--- config.mk ---
export PLATFORM = sky130hd
export DESIGN_NAME = jss_back_flat
export DESIGN_NICKNAME = d
export VERILOG_FILES = /design/src/rtl/jss_pkg.sv /design/src/rtl/jss_if.sv /design/src/rtl/jss_back.sv /design/src/flat_wrapper.sv
export SDC_FILE = /design/constraint.sdc
export NUM_CORES = 2
export LEC_CHECK = 0
export BUFFER_PORTS_ARGS = -buffer_cell sky130_fd_sc_hd__buf_2
export CAP_MARGIN = 20
export CORE_MARGIN = 5
export CORE_UTILIZATION = 55
export CTS_BUF_LIST = sky130_fd_sc_hd__clkbuf_8 sky130_fd_sc_hd__clkbuf_16
export DETAILED_ROUTE_END_ITERATION = 10
export GPL_TIMING_DRIVEN = 0
export PLACE_DENSITY_LB_ADDON = 0.1
export SYNTH_ARGS = -nofsm -noshare
export SYNTH_HDL_FRONTEND = slang
export SYNTH_SLANG_ARGS = --single-unit
--- constraint.sdc ---
create_clock -name clk -period 33.1 [get_ports clk]
set_clock_uncertainty 0.05 [all_clocks]
set_input_delay 8.275 -clock clk [delete_from_list [all_inputs] [get_ports clk]]
set_output_delay 8.275 -clock clk [all_outputs]
set_load 0.02 [all_outputs]
--- src/rtl/jss_pkg.sv ---
// Shared types, constants and register codes of the Jacobi stencil sweep block.
package jss_pkg;

  localparam int DATA_W          = 32;
  localparam int RES_W           = 64;
  localparam int ROW_W           = 16;
  localparam int COL_CFG_W       = 11;
  localparam int APB_DATA_W      = 32;
  localparam int APB_ADDR_W      = 3;
  localparam int MIN_DIM         = 3;
  localparam int DEF_MAX_COLUMNS = 1024;
  localparam int DEF_QUEUE_DEPTH = 4;

  localparam logic [ROW_W-1:0]     ROW_COUNT_RESET = 16'd64;
  localparam logic [COL_CFG_W-1:0] COL_COUNT_RESET = 11'd65;

  typedef enum logic [0:0] {
    REG_ROW_COUNT = 1'b0,
    REG_COL_COUNT = 1'b1
  } jss_reg_t;

  typedef struct packed {
    logic [ROW_W-1:0]     row_count;
    logic [COL_CFG_W-1:0] col_count;
  } jss_cfg_t;

  typedef struct packed {
    logic emit;
    logic border;
    logic last;
    logic clear;
  } jss_tag_t;

  typedef struct packed {
    logic [DATA_W-1:0] center;
    logic [DATA_W-1:0] up;
    logic [DATA_W-1:0] left;
    logic [DATA_W-1:0] right;
    logic [DATA_W-1:0] t;
    logic [DATA_W-1:0] src;
    jss_tag_t          tag;
  } jss_work_t;

endpackage

--- src/rtl/jss_if.sv ---


interface jss_out_if;
  import jss_pkg::*;

  logic                     valid;
  logic                     ready;
  logic signed [DATA_W-1:0] new_value;
  logic [RES_W-1:0]         residual_sum;
  logic                     sweep_last;

  modport source (output valid, output new_value, output residual_sum, output sweep_last,
                  input ready);
  modport sink   (input valid, input new_value, input residual_sum, input sweep_last,
                  output ready);
endinterface

--- src/rtl/jss_back.sv ---
// Back end: stencil update, saturation, squared residual and running total.
module jss_back (
  input  logic               clk,
  input  logic               rst_n,
  input  logic               q_valid,
  input  jss_pkg::jss_work_t q_data,
  output logic               pop,
  jss_out_if.source          out_ch
);
  import jss_pkg::*;

  logic en;

  // Stage 1: neighbour sum.
  logic              v1_r;
  logic [33:0]       sum_r, sum_nxt;
  logic [DATA_W-1:0] src1_r, center1_r;
  jss_tag_t          tag1_r;

  // Stage 2: update and residual.
  logic              v2_r;
  logic [32:0]       upd_r, upd_nxt;
  logic [33:0]       diff_r, diff_nxt;
  logic [DATA_W-1:0] center2_r;
  jss_tag_t          tag2_r;
  logic [DATA_W-1:0] quarter;

  // Stage 3: magnitude and saturated result.
  logic              v3_r;
  logic              big_r, big_nxt;
  logic [DATA_W-1:0] mag_lo_r, mag_lo_nxt;
  logic [DATA_W-1:0] nv3_r, nv_nxt;
  logic [33:0]       mag;
  jss_tag_t          tag3_r;

  // Stage 4: square.
  logic              v4_r;
  logic [RES_W-1:0]  sq_r, sq_nxt;
  logic [DATA_W-1:0] nv4_r;
  jss_tag_t          tag4_r;

  // Output register and total.
  logic              out_valid_r;
  logic [DATA_W-1:0] out_value_r;
  logic [RES_W-1:0]  out_sum_r;
  logic              out_last_r;
  logic [RES_W-1:0]  total_r, total_nxt;
  logic [RES_W:0]    acc;

  assign en  = !out_valid_r || out_ch.ready;
  assign pop = en && q_valid;

  always_comb begin
    sum_nxt = {{2{q_data.up[31]}}, q_data.up} + {{2{q_data.t[31]}}, q_data.t}
            + {{2{q_data.left[31]}}, q_data.left} + {{2{q_data.right[31]}}, q_data.right};

    // Arithmetic shift right by two rounds towards minus infinity.
    quarter  = sum_r[33:2];
    upd_nxt  = {quarter[31], quarter} + {src1_r[31], src1_r};
    diff_nxt = {{2{center1_r[31]}}, center1_r} - {{2{quarter[31]}}, quarter}
             - {{2{src1_r[31]}}, src1_r};

    mag        = diff_r[33] ? (34'd0 - diff_r) : diff_r;
    big_nxt    = |mag[33:32];
    mag_lo_nxt = mag[31:0];
    if (tag2_r.border) begin
      nv_nxt = center2_r;
    end else if (upd_r[32:31] == 2'b01) begin
      nv_nxt = {1'b0, {(DATA_W - 1){1'b1}}};
    end else if (upd_r[32:31] == 2'b10) begin
      nv_nxt = {1'b1, {(DATA_W - 1){1'b0}}};
    end else begin
      nv_nxt = upd_r[31:0];
    end

    sq_nxt = big_r ? {RES_W{1'b1}} : RES_W'(mag_lo_r) * RES_W'(mag_lo_r);

    acc = {1'b0, total_r} + {1'b0, sq_r};
    if (tag4_r.clear) begin
      total_nxt = '0;
    end else if (tag4_r.emit && !tag4_r.border) begin
      total_nxt = acc[RES_W] ? {RES_W{1'b1}} : acc[RES_W-1:0];
    end else begin
      total_nxt = total_r;
    end
  end

  always_ff @(posedge clk) begin
    if (!rst_n) begin
      v1_r        <= 1'b0;
      v2_r        <= 1'b0;
      v3_r        <= 1'b0;
      v4_r        <= 1'b0;
      out_valid_r <= 1'b0;
      total_r     <= '0;
    end else if (en) begin
      v1_r        <= q_valid;
      v2_r        <= v1_r;
      v3_r        <= v2_r;
      v4_r        <= v3_r;
      out_valid_r <= v4_r && tag4_r.emit;
      if (v4_r) begin
        total_r <= total_nxt;
      end
    end
  end

  always_ff @(posedge clk) begin
    if (en) begin
      sum_r       <= sum_nxt;
      src1_r      <= q_data.src;
      center1_r   <= q_data.center;
      tag1_r      <= q_data.tag;
      upd_r       <= upd_nxt;
      diff_r      <= diff_nxt;
      center2_r   <= center1_r;
      tag2_r      <= tag1_r;
      big_r       <= big_nxt;
      mag_lo_r    <= mag_lo_nxt;
      nv3_r       <= nv_nxt;
      tag3_r      <= tag2_r;
      sq_r        <= sq_nxt;
      nv4_r       <= nv3_r;
      tag4_r      <= tag3_r;
      out_value_r <= nv4_r;
      out_sum_r   <= total_nxt;
      out_last_r  <= tag4_r.last;
    end
  end

  assign out_ch.valid        = out_valid_r;
  assign out_ch.new_value    = out_value_r;
  assign out_ch.residual_sum = out_sum_r;
  assign out_ch.sweep_last   = out_last_r;

endmodule

--- src/flat_wrapper.sv ---
// flat-port wrapper written by rule: the top's interface ports become plain ports
module jss_back_flat import jss_pkg::*;
  (clk, rst_n, q_valid, q_data, pop, out_ch_valid, out_ch_new_value, out_ch_residual_sum, out_ch_sweep_last, out_ch_ready);
  jss_out_if out_ch_i ();
  input  logic clk;
  input  logic rst_n;
  input  logic q_valid;
  input  jss_pkg::jss_work_t q_data;
  output logic pop;
  output wire logic [$bits(out_ch_i.valid)-1:0] out_ch_valid;
  output wire logic [$bits(out_ch_i.new_value)-1:0] out_ch_new_value;
  output wire logic [$bits(out_ch_i.residual_sum)-1:0] out_ch_residual_sum;
  output wire logic [$bits(out_ch_i.sweep_last)-1:0] out_ch_sweep_last;
  input wire logic [$bits(out_ch_i.ready)-1:0] out_ch_ready;
  assign out_ch_valid = out_ch_i.valid;
  assign out_ch_new_value = out_ch_i.new_value;
  assign out_ch_residual_sum = out_ch_i.residual_sum;
  assign out_ch_sweep_last = out_ch_i.sweep_last;
  assign out_ch_i.ready = out_ch_ready;
  jss_back u_core (.clk(clk), .rst_n(rst_n), .q_valid(q_valid), .q_data(q_data), .pop(pop), .out_ch(out_ch_i));
endmodule
* Word level (Yosys, flattened, before mapping)
Index checks and enable logic that the tools add are counted.
W data, S select, Z words.
** Word-level totals
- Flip-flop bits (word level) :: 540
- Bits of input ports :: 200
- Output and inout port bits :: 99
- Word-level logic and storage cells :: 62
** Operators by class
- Add/subtract/negate cells :: 8
- $mul :: 1
- Equal/unequal tests :: 2
- Muxes and demuxes :: 7
- Reductions and logical operators :: 8
** Operators with widths (count)
- $mux W64 :: 3
- $mux W32 :: 3
- $add A34 B34 Y34 :: 2
- $add A32 B32 Y33 :: 2
- $add A64 B64 Y65 :: 1
- $mul A32 B32 Y64 :: 1
- $mux W34 :: 1
- $sub A1 B34 Y34 const A :: 1
- $sub A33 B32 Y34 :: 1
- $sub A32 B32 Y33 :: 1
- $logic_and A1 B1 Y1 :: 3
- $eq A2 B1 Y1 const B :: 1
- $eq A2 B2 Y1 const B :: 1
- $logic_not A1 Y1 :: 2
- $reduce_and A2 Y1 :: 1
- $reduce_or A2 Y1 :: 1
- $logic_or A1 B1 Y1 :: 1

* Depth between registers and ports, before layout
- Word-level depth :: 4
- Mapped depth :: 30
- Mapped depth without buffers :: 28

* Worst setup path after synthesis
No wires, ideal clock.
- Kind :: input to output
- Start :: in out_ch_ready
- End :: out pop
- Data arrival time :: 22508 ps
- Data required time :: 24775 ps
- Slack :: 2267 ps
- Cell stages on the path :: 3
- Buffers on the path :: 1
- Cell sequence :: nand2b_1 clkbuf_1 and2_1
** On the way
- Word-level cells in the longest chain between the ends :: 2
** Ends and longest elaborated chain
- start: declaration :: RTL line flat_wrapper.sv:14 : input wire logic [$bits(out_ch_i.ready)-1:0] out_ch_ready;
- $logic_or A1 B1 Y1 :: RTL line jss_back.sv:50 : assign en = !out_valid_r || out_ch.ready;
- $logic_and A1 B1 Y1 :: RTL line jss_back.sv:51 : assign pop = en && q_valid;
- end: declaration :: RTL line flat_wrapper.sv:9 : output logic pop;
No other way between the ends.

* Worst setup path after layout
Same ends and word-level chain as after synthesis.

==> out/results.tsv <==
metric	value	unit
drv_cap	0	
grt_overflow	0	
placementRows	122	
regToRegStartpoint	u_core.mag_lo_r[5]	
synth_edf_count	469	
io_pins	299	
final.min_clock_period	18.03	ns
ctsResizeCount	0	
ctsRootBufferMaster	clkbuf_16	
grt_max_degree	71	
slew-limit-headroom	15.1	%
grt_usage	29.5	%
cts.reportedPaths.clkPinSlew	0.06	ns
htreeDepth	2	
cp_data_required_time	24.77	ns
fmax	55.5	MHz
setup_ws	15.07	ns
ys_ff_latch	538	
yosys.area.top_type_share	28.2	%
synthDistinctLibCells	80	
drive_above_1_share	7.82	%
worstMarginPinSlew	1.27	ns
dieArea	0.118	sq mm
drtPass1Iterations	6	
end_kind	primary output	
critPathLaunchType	input port	
wl_per_cell	21.6	um
grt_pass1_wl	264	mm
synthTopCellsByArea	fa_1, edfxtp_1, ha_1, inv_1, xnor2_1	
synth_top_area_cell	fa_1	
syn_nets	7612	
setup_violations	0	
worstRegToRegCells	26	
areaGrowthSynthToFinish	8.98	%
final-hold-violation-count	0	
cts_buffer_depth	3	
drtIter0Drc	3151	
pre_cts_slack	15.03	ns
grt_util_met2	49.5	%
grt_pass1_vias	46389	
io_buffers	298	
critPathKind	input port to primary output	
clock-sinks	538	
cts_tree	yes	
ant_nets	0	
syn_area	0.0610	sq mm
whs	0.303	ns
yosys_warnings	0	
grt_use_met1	36.4	%
crit_end	pop	
vias_per_cell	5.54	
r2r_slack	22.83	ns
remaining_drc_errors	0	
hp-class	flip-flop to flip-flop	
worstPathMaxFanout	54	
core_region_area	0.110	sq mm
antenna_found_initial	10	
hpwl	142	mm
syn_avg_cell_area	10.1	sq um
nets	7979	
async_reset_ff_share	0	%
arrival	9.70	ns
fin_crit_sh	54.5	%
fp.dieH	343	um
fillers	9617	
use_met3	6.04	%
finalMaxSlewViolations	0	
vias	43975	
cts_made_buffers	58	
timing.rr.end	u_core.sq_r[57]	
ys_seq_area_share	25.4	%
final_util	60.2	%
drt_wl_total	171	mm
die_w	343	um
critPathLaunch	out_ch_ready	
ys.flop_type	edfxtp_1	
cts_setup_buffers	0	
finalSetupTns	0	ns
rsz0062_at_grt	no	
globalplace.congestion	1.01	
grt_busiest_layer	met2	
synth_cells	6028	
initial_utilization	55.2	%
insertion_delay	0.67	ns
cts_hold_buf	0	
status	finished clean	
## worst max-delay path, cell delays in order
cell and delay [ns]:
buf_2 0.07, nand2b_1 0.08, clkbuf_4 0.54, buf_16 0.34, and2_1 0.20, buf_2 0.17
## cells by family after synthesis
kind of cell               Yosys count  share of synthesized area [%]
AOI/OAI and AO/OA                  948                           10.4
xor gates and xnor gates           294                           4.22
adders and majority gates         1415                           39.5
buffers and inverters             1427                           8.88
DFF                                538                           25.4
muxes                               44                          0.788
and+or+nand+nor                   1362                           10.9
## placed cells by master (no fill, tap or decap), types with 32 or more instances in the layout
cell	Yosys	routed
dfxtp_1	69	69
a31oi_1	39	39
xnor2_1	189	189
nand3_1	103	103
inv_1	1216	1224
nor3_1	54	54
buf_2	1	301
o21ai_0	131	131
nand2_1	402	402
nor2_1	304	304
a21o_1	129	129
a21oi_1	250	250
a211oi_1	34	34
o21a_1	35	35
clkbuf_1	197	196
mux2_2	32	32
fa_1	860	860
clkbuf_16	0	58
o31ai_1	69	69
nor2b_1	38	38
nand4_1	34	34
nand2b_1	71	71
o21bai_1	101	101
ha_1	524	524
edfxtp_1	469	469
and3_1	40	40
xor2_1	105	105
and2_1	245	245
## per-stage QoR
| stage | cells | area (sq um) |
|---|---|---|
| 6_report | 7935 | 66400 |
| 5_1_grt | 7934 | 66400 |
| 4_1_cts | 7932 | 66400 |
| 3_5_place_dp | 7822 | 64500 |
| 3_3_place_gp | 7814 | 64300 |
| 2_1_floorplan | 6028 | 61000 |
## synthesized netlist by cell type (6+ instances only)
| master | n |
|---|---|
| a2111oi_0 | 6 |
| a211o_1 | 11 |
| a211oi_1 | 34 |
| a21boi_0 | 11 |
| a21o_1 | 129 |
| a21oi_1 | 250 |
| a221oi_1 | 8 |
| a311oi_1 | 6 |
| a31o_2 | 29 |
| a31oi_1 | 39 |
| a41oi_1 | 7 |
| and2_1 | 245 |
| and3_1 | 40 |
| buf_6 | 7 |
| clkbuf_1 | 197 |
| dfxtp_1 | 69 |
| edfxtp_1 | 469 |
| fa_1 | 860 |
| ha_1 | 524 |
| inv_1 | 1216 |
| maj3_1 | 31 |
| mux2_2 | 32 |
| mux2i_1 | 12 |
| nand2_1 | 402 |
| nand2b_1 | 71 |
| nand3_1 | 103 |
| nand4_1 | 34 |
| nor2_1 | 304 |
| nor2b_1 | 38 |
| nor3_1 | 54 |
| nor4_1 | 9 |
| o211ai_1 | 25 |
| o21a_1 | 35 |
| o21ai_0 | 131 |
| o21bai_1 | 101 |
| o31ai_1 | 69 |
| o41ai_1 | 9 |
| or2_2 | 18 |
| or3_1 | 12 |
| or4_1 | 12 |
| xnor2_1 | 189 |
| xor2_1 | 105 |
## final cells by class
| cell class | instances | area [sq um] | area share (%) |
|---|---|---|---|
| clock inverter | 47 | 388 | 0.584 |
| clock buffer | 63 | 1520 | 2.29 |
| timing repair buffer | 307 | 1690 | 2.55 |
| inverter | 1217 | 4570 | 6.88 |
| sequential | 538 | 15500 | 23.3 |
| tap | 1488 | 1860 | 2.80 |
| buffer | 210 | 846 | 1.27 |
| antenna | 2 | 5.00 | 0.00753 |
| multi-input combinational | 4063 | 40100 | 60.3 |
## metal layers
metal	up-vias	share of wire [%]
li1	20262	-
met1	21712	38
met2	1551	48
met3	446	7.6
met4	4	6.5
met5	-	0.018
## sequential cells by signal, indices dropped and copies added (netlist names), 32 cells and up
signal / cells
u_core.center2_r: 32
u_core.sq_r: 64
u_core.center1_r: 32
u_core.nv3_r: 32
u_core.nv4_r: 32
u_core.upd_r: 33
u_core.total_r: 64
u_core.src1_r: 32
u_core.diff_r: 34
u_core.out_ch.residual_sum: 64
u_core.out_ch.new_value: 32
u_core.mag_lo_r: 32
u_core.sum_r: 32
## worst min path at each step
stage / start / to / slack [ns] / cells past startpoint
global route: u_core.nv4_r[11] / u_core.out_ch.new_value[11] / 0.32 / 0
floorplan: u_core.nv3_r[0] / u_core.nv4_r[0] / 0.35 / 0
global placement: u_core.tag3_r[1] / u_core.tag4_r[1] / 0.35 / 0
detailed placement: u_core.nv3_r[2] / u_core.nv4_r[2] / 0.35 / 0
finish: u_core.nv4_r[11] / u_core.out_ch.new_value[11] / 0.30 / 0
CTS: u_core.nv4_r[11] / u_core.out_ch.new_value[11] / 0.31 / 0
Power is left out: the tool's default activity adds up to more than one toggle a clock period on the data nets, which glitch-free logic cannot reach.
