**src/rtl/jss_pkg.sv**
```systemverilog
// Shared types, constants and register codes of the Jacobi stencil sweep block.
package jss_pkg;

  localparam int DATA_W          = 32;
  localparam int RES_W           = 64;
  localparam int ROW_W           = 16;
  localparam int COL_CFG_W       = 11;
  localparam int APB_DATA_W      = 32;
  localparam int APB_ADDR_W      = 3;
  localparam int MIN_DIM         = 3;
  localparam int DEF_MAX_COLUMNS = 1024;
  localparam int DEF_QUEUE_DEPTH = 4;

  localparam logic [ROW_W-1:0]     ROW_COUNT_RESET = 16'd64;
  localparam logic [COL_CFG_W-1:0] COL_COUNT_RESET = 11'd65;

  typedef enum logic [0:0] {
    REG_ROW_COUNT = 1'b0,
    REG_COL_COUNT = 1'b1
  } jss_reg_t;

  typedef struct packed {
    logic [ROW_W-1:0]     row_count;
    logic [COL_CFG_W-1:0] col_count;
  } jss_cfg_t;

  typedef struct packed {
    logic emit;
    logic border;
    logic last;
    logic clear;
  } jss_tag_t;

  typedef struct packed {
    logic [DATA_W-1:0] center;
    logic [DATA_W-1:0] up;
    logic [DATA_W-1:0] left;
    logic [DATA_W-1:0] right;
    logic [DATA_W-1:0] t;
    logic [DATA_W-1:0] src;
    jss_tag_t          tag;
  } jss_work_t;

endpackage

```
**src/rtl/jss_queue.sv**
```systemverilog
// Short FIFO that carries classified cells from the front end to the arithmetic back end.
module jss_queue #(
  parameter int  DEPTH = jss_pkg::DEF_QUEUE_DEPTH,
  localparam int LVL_W = $clog2(DEPTH + 1)
) (
  input  logic               clk,
  input  logic               rst_n,
  input  logic               push,
  input  jss_pkg::jss_work_t push_data,
  input  logic               pop,
  output logic               q_valid,
  output jss_pkg::jss_work_t q_data,
  output logic [LVL_W-1:0]   level
);
  import jss_pkg::*;

  localparam int PTR_W = (DEPTH > 1) ? $clog2(DEPTH) : 1;

  jss_work_t        store [DEPTH];
  logic [PTR_W-1:0] wr_ptr_r, rd_ptr_r;
  logic [LVL_W-1:0] level_r, level_nxt;

  always_comb begin
    level_nxt = level_r;
    if (push && !pop) begin
      level_nxt = level_r + LVL_W'(1);
    end else if (pop && !push) begin
      level_nxt = level_r - LVL_W'(1);
    end
  end

  always_ff @(posedge clk) begin
    if (!rst_n) begin
      wr_ptr_r <= '0;
      rd_ptr_r <= '0;
      level_r  <= '0;
    end else begin
      level_r <= level_nxt;
      if (push) begin
        wr_ptr_r <= (wr_ptr_r == PTR_W'(DEPTH - 1)) ? '0 : wr_ptr_r + PTR_W'(1);
      end
      if (pop) begin
        rd_ptr_r <= (rd_ptr_r == PTR_W'(DEPTH - 1)) ? '0 : rd_ptr_r + PTR_W'(1);
      end
    end
  end

  always_ff @(posedge clk) begin
    if (push) begin
      store[wr_ptr_r] <= push_data;
    end
  end

  assign q_valid = (level_r != '0);
  assign q_data  = store[rd_ptr_r];
  assign level   = level_r;

  a_no_overflow: assert property (@(posedge clk) disable iff (!rst_n)
    (push && !pop) |-> (level_r != LVL_W'(DEPTH)))
    else $error("queue written while full");

  a_no_underflow: assert property (@(posedge clk) disable iff (!rst_n)
    pop |-> (level_r != '0))
    else $error("queue read while empty");

  a_level_grows: assert property (@(posedge clk) disable iff (!rst_n)
    (push && !pop) |=> (level_r == $past(level_r) + LVL_W'(1)))
    else $error("queue level did not follow a lone write");

endmodule

```
**config.mk**
```make
export PLATFORM = sky130hd
export DESIGN_NAME = jss_queue
export DESIGN_NICKNAME = d
export VERILOG_FILES = /design/src/rtl/jss_pkg.sv /design/src/rtl/jss_queue.sv
export SDC_FILE = /design/constraint.sdc
export NUM_CORES = 1
export LEC_CHECK = 0
export BUFFER_PORTS_ARGS = -buffer_cell sky130_fd_sc_hd__buf_4
export CORE_UTILIZATION = 57
export CTS_CLUSTER_SIZE = 25
export DETAILED_ROUTE_END_ITERATION = 8
export PLACE_DENSITY = 0.78
export SYNTH_ARGS = -nofsm -noshare
export SYNTH_HDL_FRONTEND = slang
export SYNTH_SLANG_ARGS = --single-unit
```
**constraint.sdc**
```tcl
create_clock -name clk -period 7.5 [get_ports clk]
set_clock_uncertainty 0.15 [all_clocks]
set_input_delay 0.75 -clock clk [delete_from_list [all_inputs] [get_ports clk]]
set_output_delay 0.75 -clock clk [all_outputs]
set_load 0.1 [all_outputs]
```
==> Word level (Yosys, flattened, before mapping) <==
Memories as Yosys holds them, arrays and structs flattened. A register that Yosys moved wholly into a read port is not among the register bits.
Index checks and enable logic that the tools add are counted.
{ "word_totals": {"register_bits": 7, "ramBits": 784, "in_bits": 200, "output_inout_bits": 200, "mem_count": 1} }
{ "memory_table": {"columns": ["name", "depth", "width", "read_ports", "rd_clocked_by_memory_dff", "write_ports", "line_no", "rtl"], "rows": [
  ["store", 4, 196, 1, 1, 1, "jss_queue.sv:19", "jss_work_t store [DEPTH];"]
]} }
{ "classes": {"add_sub_neg": 4, "eq_ne": 2, "mux": 8, "reduce_logical": 6} }
{ "ops": {"columns": ["cell", "count"], "rows": [
  ["$mux 2", 4],
  ["$mux 3", 2],
  ["$add 2x1->2 const B", 2],
  ["$eq 2x2->1 const B", 2],
  ["$add 3x1->3 const B", 1],
  ["$reduce_bool 3->1", 1],
  ["$sub 3x1->3 const B", 1],
  ["$logic_and 1x1->1", 2],
  ["$logic_not 1->1", 2],
  ["$mux 1", 2],
  ["$reduce_bool 2->1", 1]
]} }

==> Longest topological paths before layout <==
Gate-level depths: netlist of run 1.
{ "logic_depth": {"ltp_word": 4, "mapped_depth": 7} }

==> Worst setup path before layout of run 1 <==
OpenSTA, ideal clock, no wires.
{ "synth_path": {"kind": "input to register", "from": "input port push", "to": "memory store[0][0] (netlist name), enable pin", "arrival_time_ns": 5.198, "required_time_ns": 6.770, "slack_ns": 1.572, "cell_stages": 1, "path_buffers": 0, "cell_sequence": "and2_1"} }
{ "synth_between": {"elab_chain_cells": 2} }
{ "synth_lines": {"columns": ["element", "line_no", "rtl"], "rows": [
  ["start: declaration", "jss_queue.sv:8", "input logic push,"],
  ["$mux 1", "jss_queue.sv:49", "if (push) begin"],
  ["$mux 1 (not written as such)", "jss_queue.sv:50", "store[wr_ptr_r] <= push_data;"],
  ["end: declaration", "jss_queue.sv:19", null]
]} }
Every way passes these cells.

==> flow_summary_export.csv, run 1 <==
group,metric,value,unit
clock_tree,numClockSinks,793,
die,core,49400,um2
die,die_y,226,um
worst_setup_path,start_kind,"flop",
logic_synthesis,synth_top_area_share,82.0,%
clock_tree,ctsResizeCount,0,
pwr,power.density,306,nW/um2
worst_setup_path,slowest_delay,0.96,ns
detailed_routing,initialDrtViolationCount,960,
pwr,p_leak,11.6,nW
worst_setup_path,critPathCaptureType,"output pin",
logic_synthesis,yosysSeqAreaShare,82.6,%
logic_synthesis,synth_top_area_cell,"edfxtp_1",
die,row_count,81,
final_layout,drive_gt1_share,45.3,%
logic_synthesis,synth_cell_types,20,
die,initial_core_util,58.2,%
timing,finalCriticalPeriod,4.35,ns
die,fp.dieW,226,um
timing,tightest_slew,1.05,ns
logic_synthesis,synth_flop_cell,"edfxtp_1",
clock_tree,clock_latency,0.59,ns
timing,slew_headroom,29.9,%
final_layout,final_cells,2236,
worst_setup_path,path_max_fanout,111,
logic_synthesis,synth_common_cells,"784 x edfxtp_1, 196 x mux4_2, 21 x buf_2, 17 x buf_6, 9 x dfxtp_1",
logic_synthesis,yosysWarnings,0,
clock_tree,htree_num_levels,3,
worst_setup_path,crit_path_top_delay_cell,"dfxtp_4",
detailed_routing,wl,56.8,mm
hold_path,hold_path_class,"input port to flop",
worst_setup_path,crit_chain,"buf_12 -> mux4_2 -> buf_4",
pwr,max-vdd-ir-drop,0.000216,V
clock_tree,cts_hold_buf,0,
job,cap_violations,0,
logic_synthesis,synth_area_per_cell,26.9,um2
logic_synthesis,yosysMostFrequentCell,"edfxtp_1",
timing,setup_viol,0,
final_layout,nNetsFinal,1720,
clock_tree,cts_tree,"done",
global_routing,overflow,0,
place,dp_cells,2099,
timing,final.period_utilization,57.9,%
place,place_hpwl,32.6,mm
clock_tree,cts_made_buffers,76,
place,gpl.final_weighted_congestion,0.738,
final_layout,final_util,70.4,%
logic_synthesis,synth_nets,1274,
logic_synthesis,synth_edf_count,784,
detailed_routing,wl_per_cell,25.4,um
global_routing,grt_usage,22.4,%
logic_synthesis,syn_inst,1067,
timing,rsz0062_at_grt,"no",
logic_synthesis,synth_area_leaders,"edfxtp_1 82%, mux4_2 15%, buf_6 0.67%, dfxtp_1 0.63%, buf_2 0.37%",
global_routing,grt_pass1_wl,83.0,mm
timing,clock.fmax,0.230,GHz
worst_setup_path,critical_path_arrival,3.45,ns
worst_setup_path,critPathRequiredTime,6.60,ns
clock_tree,clkTransAtPathRegs,0.06,ns
die,dieArea,51300,um2
logic_synthesis,async_flop_share,0,%
detailed_routing,vias_per_cell,5.76,
logic_synthesis,synth.cell_area,28700,um2
global_routing,grt_max_degree,112,
detailed_routing,vias,12900,
final_layout,synthToLayoutAreaGrowth,20.9,%
die,pin_count,400,
global_routing,antenna_found_initial,4,
clock_tree,root_buffer,"clkbuf_16",
outcome,outcome,"completed",
timing,hold_viol_final,0,
detailed_routing,antenna_left,0,
global_routing,grt_pass1_vias,13400,
timing,tns,0,ns
detailed_routing,drt_pass1_iterations,5,
clock_tree,cts_max_path_buffers,3,
place,portBuffers,399,
detailed_routing,drc,0,
timing,slew_violations,0,
pwr,finalPower,10.6,mW
logic_synthesis,ys_ff_latch,793,
worst_setup_path,critPathKind,"flop to output pin",
clock_tree,postCtsSetupRepairBufs,0,
-- power by group --
group	switching [mW]	total (mW)	internal (mW)
Clock	1.52	3.57	2.04
Sequential	0.0657	5.15	5.09
Combinational	1.46	1.92	0.466
Total	3.05	10.6	7.59
-- flip-flops by register name, summed over array words and instances, names as in the netlist, named ones only --
signal	flops
level	3
rd_ptr_r	2
store	784
wr_ptr_r	2
-- final timing paths --
check                           startpoint                 endpoint  slack [ns]  cells past startpoint
setup / recovery                      flop              q_data[151]        3.15                      3
hold / removal               push_data[55]   store[1][55]$_DFFE_PP_        0.19                      1
setup reg to reg  wr_ptr_r[0]$_SDFFE_PN0P_  store[0][154]$_DFFE_PP_        4.73                      4
hold reg to reg      level[2]$_SDFFE_PN0P_    level[2]$_SDFFE_PN0P_        0.40                      2
-- logic make-up (layout without fill, tap and decap cells) --
kind of cell	count (synthesis)	count (layout)	share of synthesized area (%)
compound gates	3	3	0.0697
buf+inv	48	552	1.16
mux	200	200	15.5
flops	793	793	82.6
fa+ha+maj	7	7	0.331
other cells	0	1	0
simple gates	14	14	0.292
xor+xnor	2	2	0.0610
-- layer usage --
layer	global-route usage, %	routed length [um]	vias to the layer above
met4	8.20	1490	6
met3	7.18	5010	89
met1	29.3	21700	6775
met5	0	42	-
li1	-	-	5525
met2	35.7	28600	490
-- cell usage in the layout, fill, tap and decap left out --
master,Yosys,layout
edfxtp_1,784,784
buf_4,0,407
mux4_2,196,196
clkbuf_16,0,78
clkinv_1,0,23
clkbuf_1,6,15
clkinv_2,0,10
dfxtp_1,9,7
ha_1,6,6
nor2b_1,5,5
buf_12,0,5
inv_1,4,4
and2_4,0,4
mux2i_1,4,4
inv_6,0,4
bufinv_16,0,4
or3_1,2,2
dfxtp_4,0,2
diode_2,0,1
xnor2_1,1,1
and2_1,5,1
nor2_1,1,1
nor3_1,1,1
o21a_1,1,1
xor2_1,1,1
o21ai_0,1,1
a21boi_0,1,1
fa_1,1,1
clkinv_8,0,1
clkinvlp_4,0,1
-- critical path: cells and delay by family (launching register included) --
kind,cells,cell delay (ns)
flops,1,0.96
buf+inv,2,0.89
mux,1,0.64
-- cell type report --
type                    count  area [um2]
fillers                  2848       14600
diodes                      1        2.50
well taps                 664         831
inverters                   4        15.0
flip-flops and latches    793       23700
repair buffers            412        3160
clock inverters            43         315
clock buffers              93        2010
multi-input cells         226        4680
-- through the flow --
stage               hold slack (ns)  setup WS, ns  cell area (um2)
finish                        0.189          3.15            34700
CTS                           0.145          3.01            34700
floorplan                     0.362          1.57            28700
detailed placement            0.367          3.65            32400
global placement              0.348          3.61            32400
global route                  0.155          2.85            34700
No activity file was read; power rests on OpenSTA's default activity.
==> inputs of run 2 (changes only) <==
CORE_UTILIZATION = 51   (was 57)
PLACE_DENSITY = 0.74   (was 0.78)
clock period = 3.7 ns   (was 7.5 ns; I/O delays follow)
==> flow_summary_export.csv, run 2 (synthesis gave the netlist of run 1 again) <==
group,metric,value,unit
clock_tree,root_buffer,"clkbuf_16",
final_layout,fill_cells,3268,
detailed_routing,drt_pass1_iterations,5,
final_layout,seqCellArea,23700,um2
timing,slew_headroom,42.9,%
timing,tns,0,ns
detailed_routing,initialDrtViolationCount,947,
worst_setup_path,worstReg2RegStart,"wr_ptr_r[0]$_SDFFE_PN0P_",
outcome,outcome,"completed",
hold_path,hold_path_class,"input port to flop",
clock_tree,numClockSinks,793,
pwr,p_switching,6.46,mW
worst_setup_path,r2r-end,"store[3][165]$_DFFE_PP_",
global_routing,grt_pass1_wl,92.1,mm
clock_tree,clkTransAtPathRegs,0.06,ns
global_routing,overflow,0,
timing,hold_viol_final,0,
timing,tightest_slew,0.856,ns
die,initial_core_util,51.8,%
worst_setup_path,critical_path_arrival,2.59,ns
pwr,comb_power_share,18.6,%
timing,setup_viol,0,
die,pin_count,400,
detailed_routing,wl,62.6,mm
timing,finalCriticalPeriod,3.11,ns
die,core,55400,um2
place,dp_slack,1.16,ns
clock_tree,cts_max_path_buffers,3,
die,die_y,239,um
detailed_routing,vias_per_cell,5.50,
place,dp_cells,2209,
worst_setup_path,regToRegSetupSlack,1.46,ns
final_layout,multiInputGateArea,4680,um2
detailed_routing,drc,0,
pwr,clockPowerShare,35.2,%
pwr,p_leak,12.8,nW
final_layout,largest_reg_flops,784,
die,fp.dieW,239,um
detailed_routing,wl_per_cell,24.5,um
clock_tree,clock_latency,0.60,ns
place,gpl.final_weighted_congestion,0.752,
worst_setup_path,critPathCaptureType,"output pin",
detailed_routing,vias,14100,
final_layout,final_cells,2557,
pwr,switching_share,28.6,%
clock_tree,ctsResizeCount,0,
final_layout,final_common_cell,"edfxtp_1",
global_routing,grt_max_degree,75,
die,dieArea,57300,um2
detailed_routing,antenna_left,0,
place,portBuffers,399,
timing,fin_ws,0.590,ns
clock_tree,cts_made_buffers,80,
final_layout,top_register,"store",
place,place_hpwl,35.8,mm
global_routing,antenna_found_initial,2,
worst_setup_path,path_max_fanout,24,
timing,final.period_utilization,84.0,%
worst_setup_path,rr_worst_depth,3,
timing,clock.fmax,0.322,GHz
global_routing,grt_usage,22.0,%
worst_setup_path,critPathRequiredTime,3.18,ns
clock_tree,cts_tree,"done",
final_layout,synthToLayoutAreaGrowth,30.6,%
pwr,pwr-share-seq,46.2,%
pwr,max-vdd-ir-drop,0.000550,V
final_layout,final_cell_mix,"784 x edfxtp_1, 416 x buf_4, 199 x dlygate4sd3_1",
pwr,power.internal,16.1,mW
hold_path,holdPathEnd,"store[2][12]$_DFFE_PP_",
timing,rsz0062_at_grt,"no",
clock_tree,htree_num_levels,3,
timing,slew_violations,0,
job,cap_violations,0,
worst_setup_path,critPathKind,"flop to output pin",
die,row_count,86,
final_layout,drive_gt1_share,42.1,%
global_routing,grt_pass1_vias,15000,
hold_path,worstHoldStart,"push_data[12]",
worst_setup_path,start_kind,"flop",
final_layout,nNetsFinal,1949,
hold_path,min_path_cells,2,
pwr,power.density,601,nW/um2
## run 2: cell types whose count changed in the layout (fill, tap and decap cells not counted), moves of 7 or more
| cell | delta |
|---|---|
| clkinv_1 | -7 |
| clkinv_2 | +8 |
| buf_12 | +17 |
| dlygate4sd3_1 | +199 |
| buf_4 | +9 |
## run 2: power groups by stage
stage | Combinational, mW | Clock, mW | Sequential [mW]
after floorplan | 2.98 | 0 | 10.6
after global placement | 3.98 | 0 | 10.6
after detailed placement | 4.00 | 0 | 10.6
after CTS | 4.20 | 8.07 | 10.4
after global routing | 4.32 | 8.41 | 10.4
final | 4.20 | 7.96 | 10.4
## run 2: worst max path at each step
stage / slack (ns) / endpoint / cells after the start / from
6_report: 0.59 / q_data[91] / 4 / flop
5_1_grt: 0.43 / q_data[188] / 4 / flop
4_1_cts: 0.48 / q_data[91] / 4 / flop
3_5_place_dp: 1.16 / q_data[91] / 4 / flop
3_3_place_gp: 1.18 / q_data[91] / 4 / flop
2_1_floorplan: 0.15 / store[3][0]$_DFFE_PP_ / 2 / wr_ptr_r[0]$_SDFFE_PN0P_
## run 2: area by class of cell
class	count	area share (%)
clock buffers	93	5.63
multi-input cells	226	12.5
clock inverters	54	1.31
well taps	748	2.49
flip-flops and latches	793	63.2
inverters	4	0.0400
diodes	2	0.0133
repair buffers	637	14.8
## run 2: worst max-delay path: stages (launching register included)
cell and delay [ns]:
dfxtp_4 0.56, buf_12 0.29, buf_12 0.26, mux4_2 0.57
buf_4 0.26
## run 2: timing repair
item | 4_1_cts | 5_1_grt
endpoints found under the hold margin | 793 | 0
setup buffers | 0 | 0
hold buffers | 199 | 0
## run 2: layer usage
layer | wire length, um | share of wire, % | GRT usage (%) | up-vias
li1 | - | - | - | 5998
met1 | 23900 | 38 | 27.8 | 7350
met5 | 0 | 0 | 0 | -
met3 | 5220 | 8.3 | 6.95 | 124
met4 | 1750 | 2.8 | 7.67 | 0
met2 | 31800 | 51 | 36.2 | 579
## run 2: through the flow
| step | cell area (um2) | hold slack [ns] | power [mW] | utilization (%) |
|---|---|---|---|---|
| after floorplan | 28700 | 0.319 | 13.6 | - |
| after global placement | 32900 | 0.348 | 14.5 | 59.4 |
| after detailed placement | 32900 | 0.378 | 14.6 | 59.4 |
| after CTS | 37500 | 0.301 | 22.7 | 67.7 |
| after global routing | 37500 | 0.325 | 23.2 | 67.7 |
| final | 37500 | 0.359 | 22.6 | 67.7 |
==> inputs of run 3 (changes only) <==
CORE_UTILIZATION = 57   (was 51)
PLACE_DENSITY = 0.78   (was 0.74)
clock period = 3 ns   (was 3.7 ns; I/O delays follow)
==> flow_summary_export.csv, run 3 (synthesis gave the netlist of run 1 again) <==
group,metric,value,unit
die,row_count,81,
final_layout,final_cell_mix,"784 x edfxtp_1, 436 x buf_4, 199 x dlygate4sd3_1",
worst_setup_path,critPathRequiredTime,2.55,ns
worst_setup_path,critPathKind,"flop to output pin",
detailed_routing,wl_per_cell,27.9,um
die,dieArea,51300,um2
global_routing,grt_max_degree,81,
clock_tree,htree_num_levels,3,
timing,tns,0,ns
final_layout,drive_gt1_share,42.2,%
detailed_routing,wl,69.4,mm
place,gpl.final_weighted_congestion,0.737,
detailed_routing,initialDrtViolationCount,1137,
detailed_routing,vias_per_cell,5.86,
clock_tree,cts_made_buffers,77,
timing,clock.fmax,0.350,GHz
clock_tree,clkTransAtPathRegs,0.07,ns
pwr,power.density,732,nW/um2
worst_setup_path,slowest_delay,0.67,ns
worst_setup_path,path_max_fanout,26,
die,core,49400,um2
pwr,pwr-share-seq,47.0,%
worst_setup_path,start_kind,"flop",
place,place_area,33000,um2
die,initial_core_util,58.2,%
global_routing,antenna_found_initial,5,
worst_setup_path,crit_path_top_delay_cell,"dfxtp_4",
pwr,max-vdd-ir-drop,0.000714,V
pwr,power.internal,19.4,mW
pwr,finalPower,27.4,mW
clock_tree,root_buffer,"clkbuf_16",
pwr,comb_power_share,19.2,%
detailed_routing,drc,0,
global_routing,grt_pass1_wl,98.9,mm
global_routing,overflow,0,
timing,fin_ws,0.140,ns
final_layout,top_register,"store",
timing,finalCriticalPeriod,2.86,ns
worst_setup_path,cp_common_cell,"buf_4",
outcome,outcome,"completed",
pwr,clockPowerShare,33.8,%
final_layout,final_area,37400,um2
detailed_routing,antenna_left,0,
pwr,p_leak,12.8,nW
final_layout,nNetsFinal,1969,
die,pin_count,400,
pwr,switching_share,29.2,%
pwr,p_switching,8.01,mW
worst_setup_path,critical_path_arrival,2.41,ns
timing,slew_violations,0,
final_layout,largest_reg_flops,784,
final_layout,final_common_cell,"edfxtp_1",
detailed_routing,vias,14600,
job,cap_violations,0,
die,fp.dieW,226,um
clock_tree,cts_tree,"done",
clock_tree,clock_latency,0.61,ns
global_routing,grt_pass1_vias,15600,
final_layout,synthToLayoutAreaGrowth,30.2,%
place,place_hpwl,35.5,mm
detailed_routing,drt_pass1_iterations,5,
timing,tightest_slew,0.705,ns
worst_setup_path,critPathCaptureType,"output pin",
hold_path,hold_path_class,"input port to flop",
clock_tree,cts_max_path_buffers,3,
place,portBuffers,399,
place,dp_slack,0.694,ns
timing,rsz0062_at_grt,"no",
die,die_y,226,um
timing,slew_headroom,53.0,%
timing,final.period_utilization,95.3,%
clock_tree,numClockSinks,793,
worst_setup_path,crit_chain,"buf_4 -> mux4_2 -> buf_4",
global_routing,grt_usage,27.2,%
timing,hold_viol_final,0,
timing,setup_viol,0,
==> run 3: changes by cell type in the layout (fill, tap and decap cells not counted), sizes merged <==
cell / previous run / this run
buf: 438 / 461
clkinvlp: 2 / 3
clkbuf: 93 / 96
diode: 2 / 6
clkinv: 38 / 30
inv: 10 / 4
bufinv: 8 / 4
==> run 3: cell type report <==
type	instances	area, um2
Antenna cell	6	15.0
Clock buffer	96	2080
Clock inverter	37	278
Fill cell	2424	12000
Inverter	4	15.0
Multi-Input combinational cell	226	4680
Sequential cell	793	23700
Tap cell	664	831
Timing Repair Buffer	660	5770
==> run 3: worst paths after layout <==
kind                                                end  slack, ns  cells after the start                     start
worst max register to register  store[1][124]$_DFFE_PP_       0.96                      3  wr_ptr_r[0]$_SDFFE_PN0P_
worst min register to register    level[2]$_SDFFE_PN0P_       0.43                      2     level[2]$_SDFFE_PN0P_
worst min-delay path             store[2][51]$_DFFE_PP_       0.28                      2             push_data[51]
worst max-delay path                        q_data[110]       0.14                      3                      flop
==> run 3: what timing repair did <==
action                                 CTS  global route
endpoints found under the hold margin  793             0
gates resized for setup                  0             1
buffers inserted                         0             3
hold buffers                           199             0
setup endpoints to repair                0            15
==> run 3: power by group through the flow <==
| stage | Clock [mW] | Sequential [mW] | Combinational [mW] |
|---|---|---|---|
| detailed placement | 0 | 13.1 | 4.94 |
| global route | 9.77 | 12.9 | 5.40 |
| global placement | 0 | 13.0 | 4.92 |
| floorplan | 0 | 13.1 | 3.67 |
| CTS | 9.25 | 12.9 | 5.21 |
| finish | 9.26 | 12.9 | 5.27 |
==> run 3: per-layer routing <==
layer  GRT usage [%]  vias to the layer above  share of wire, %
met5               0                        -                 0
met4            11.6                        0               3.5
met3            7.36                      148               8.0
met2            46.8                      738                53
met1            32.5                     7646                36
li1                -                     6037                 -
==> run 3: stage by stage <==
step                      hold WS [ns]  utilization (%)  instances
final                            0.278             75.8       2486
after global routing             0.269             75.8       2485
after CTS                        0.250             75.6       2477
after detailed placement         0.353             66.8       2145
after global placement           0.342             66.8       2145
after floorplan                  0.249                -       1067
==> run 3: worst max-delay path, delay by kind of cell, from the launching register on <==
family / cells / cell delay [ns]
flops: 1 / 0.67
buf+inv: 2 / 0.64
mux: 1 / 0.45
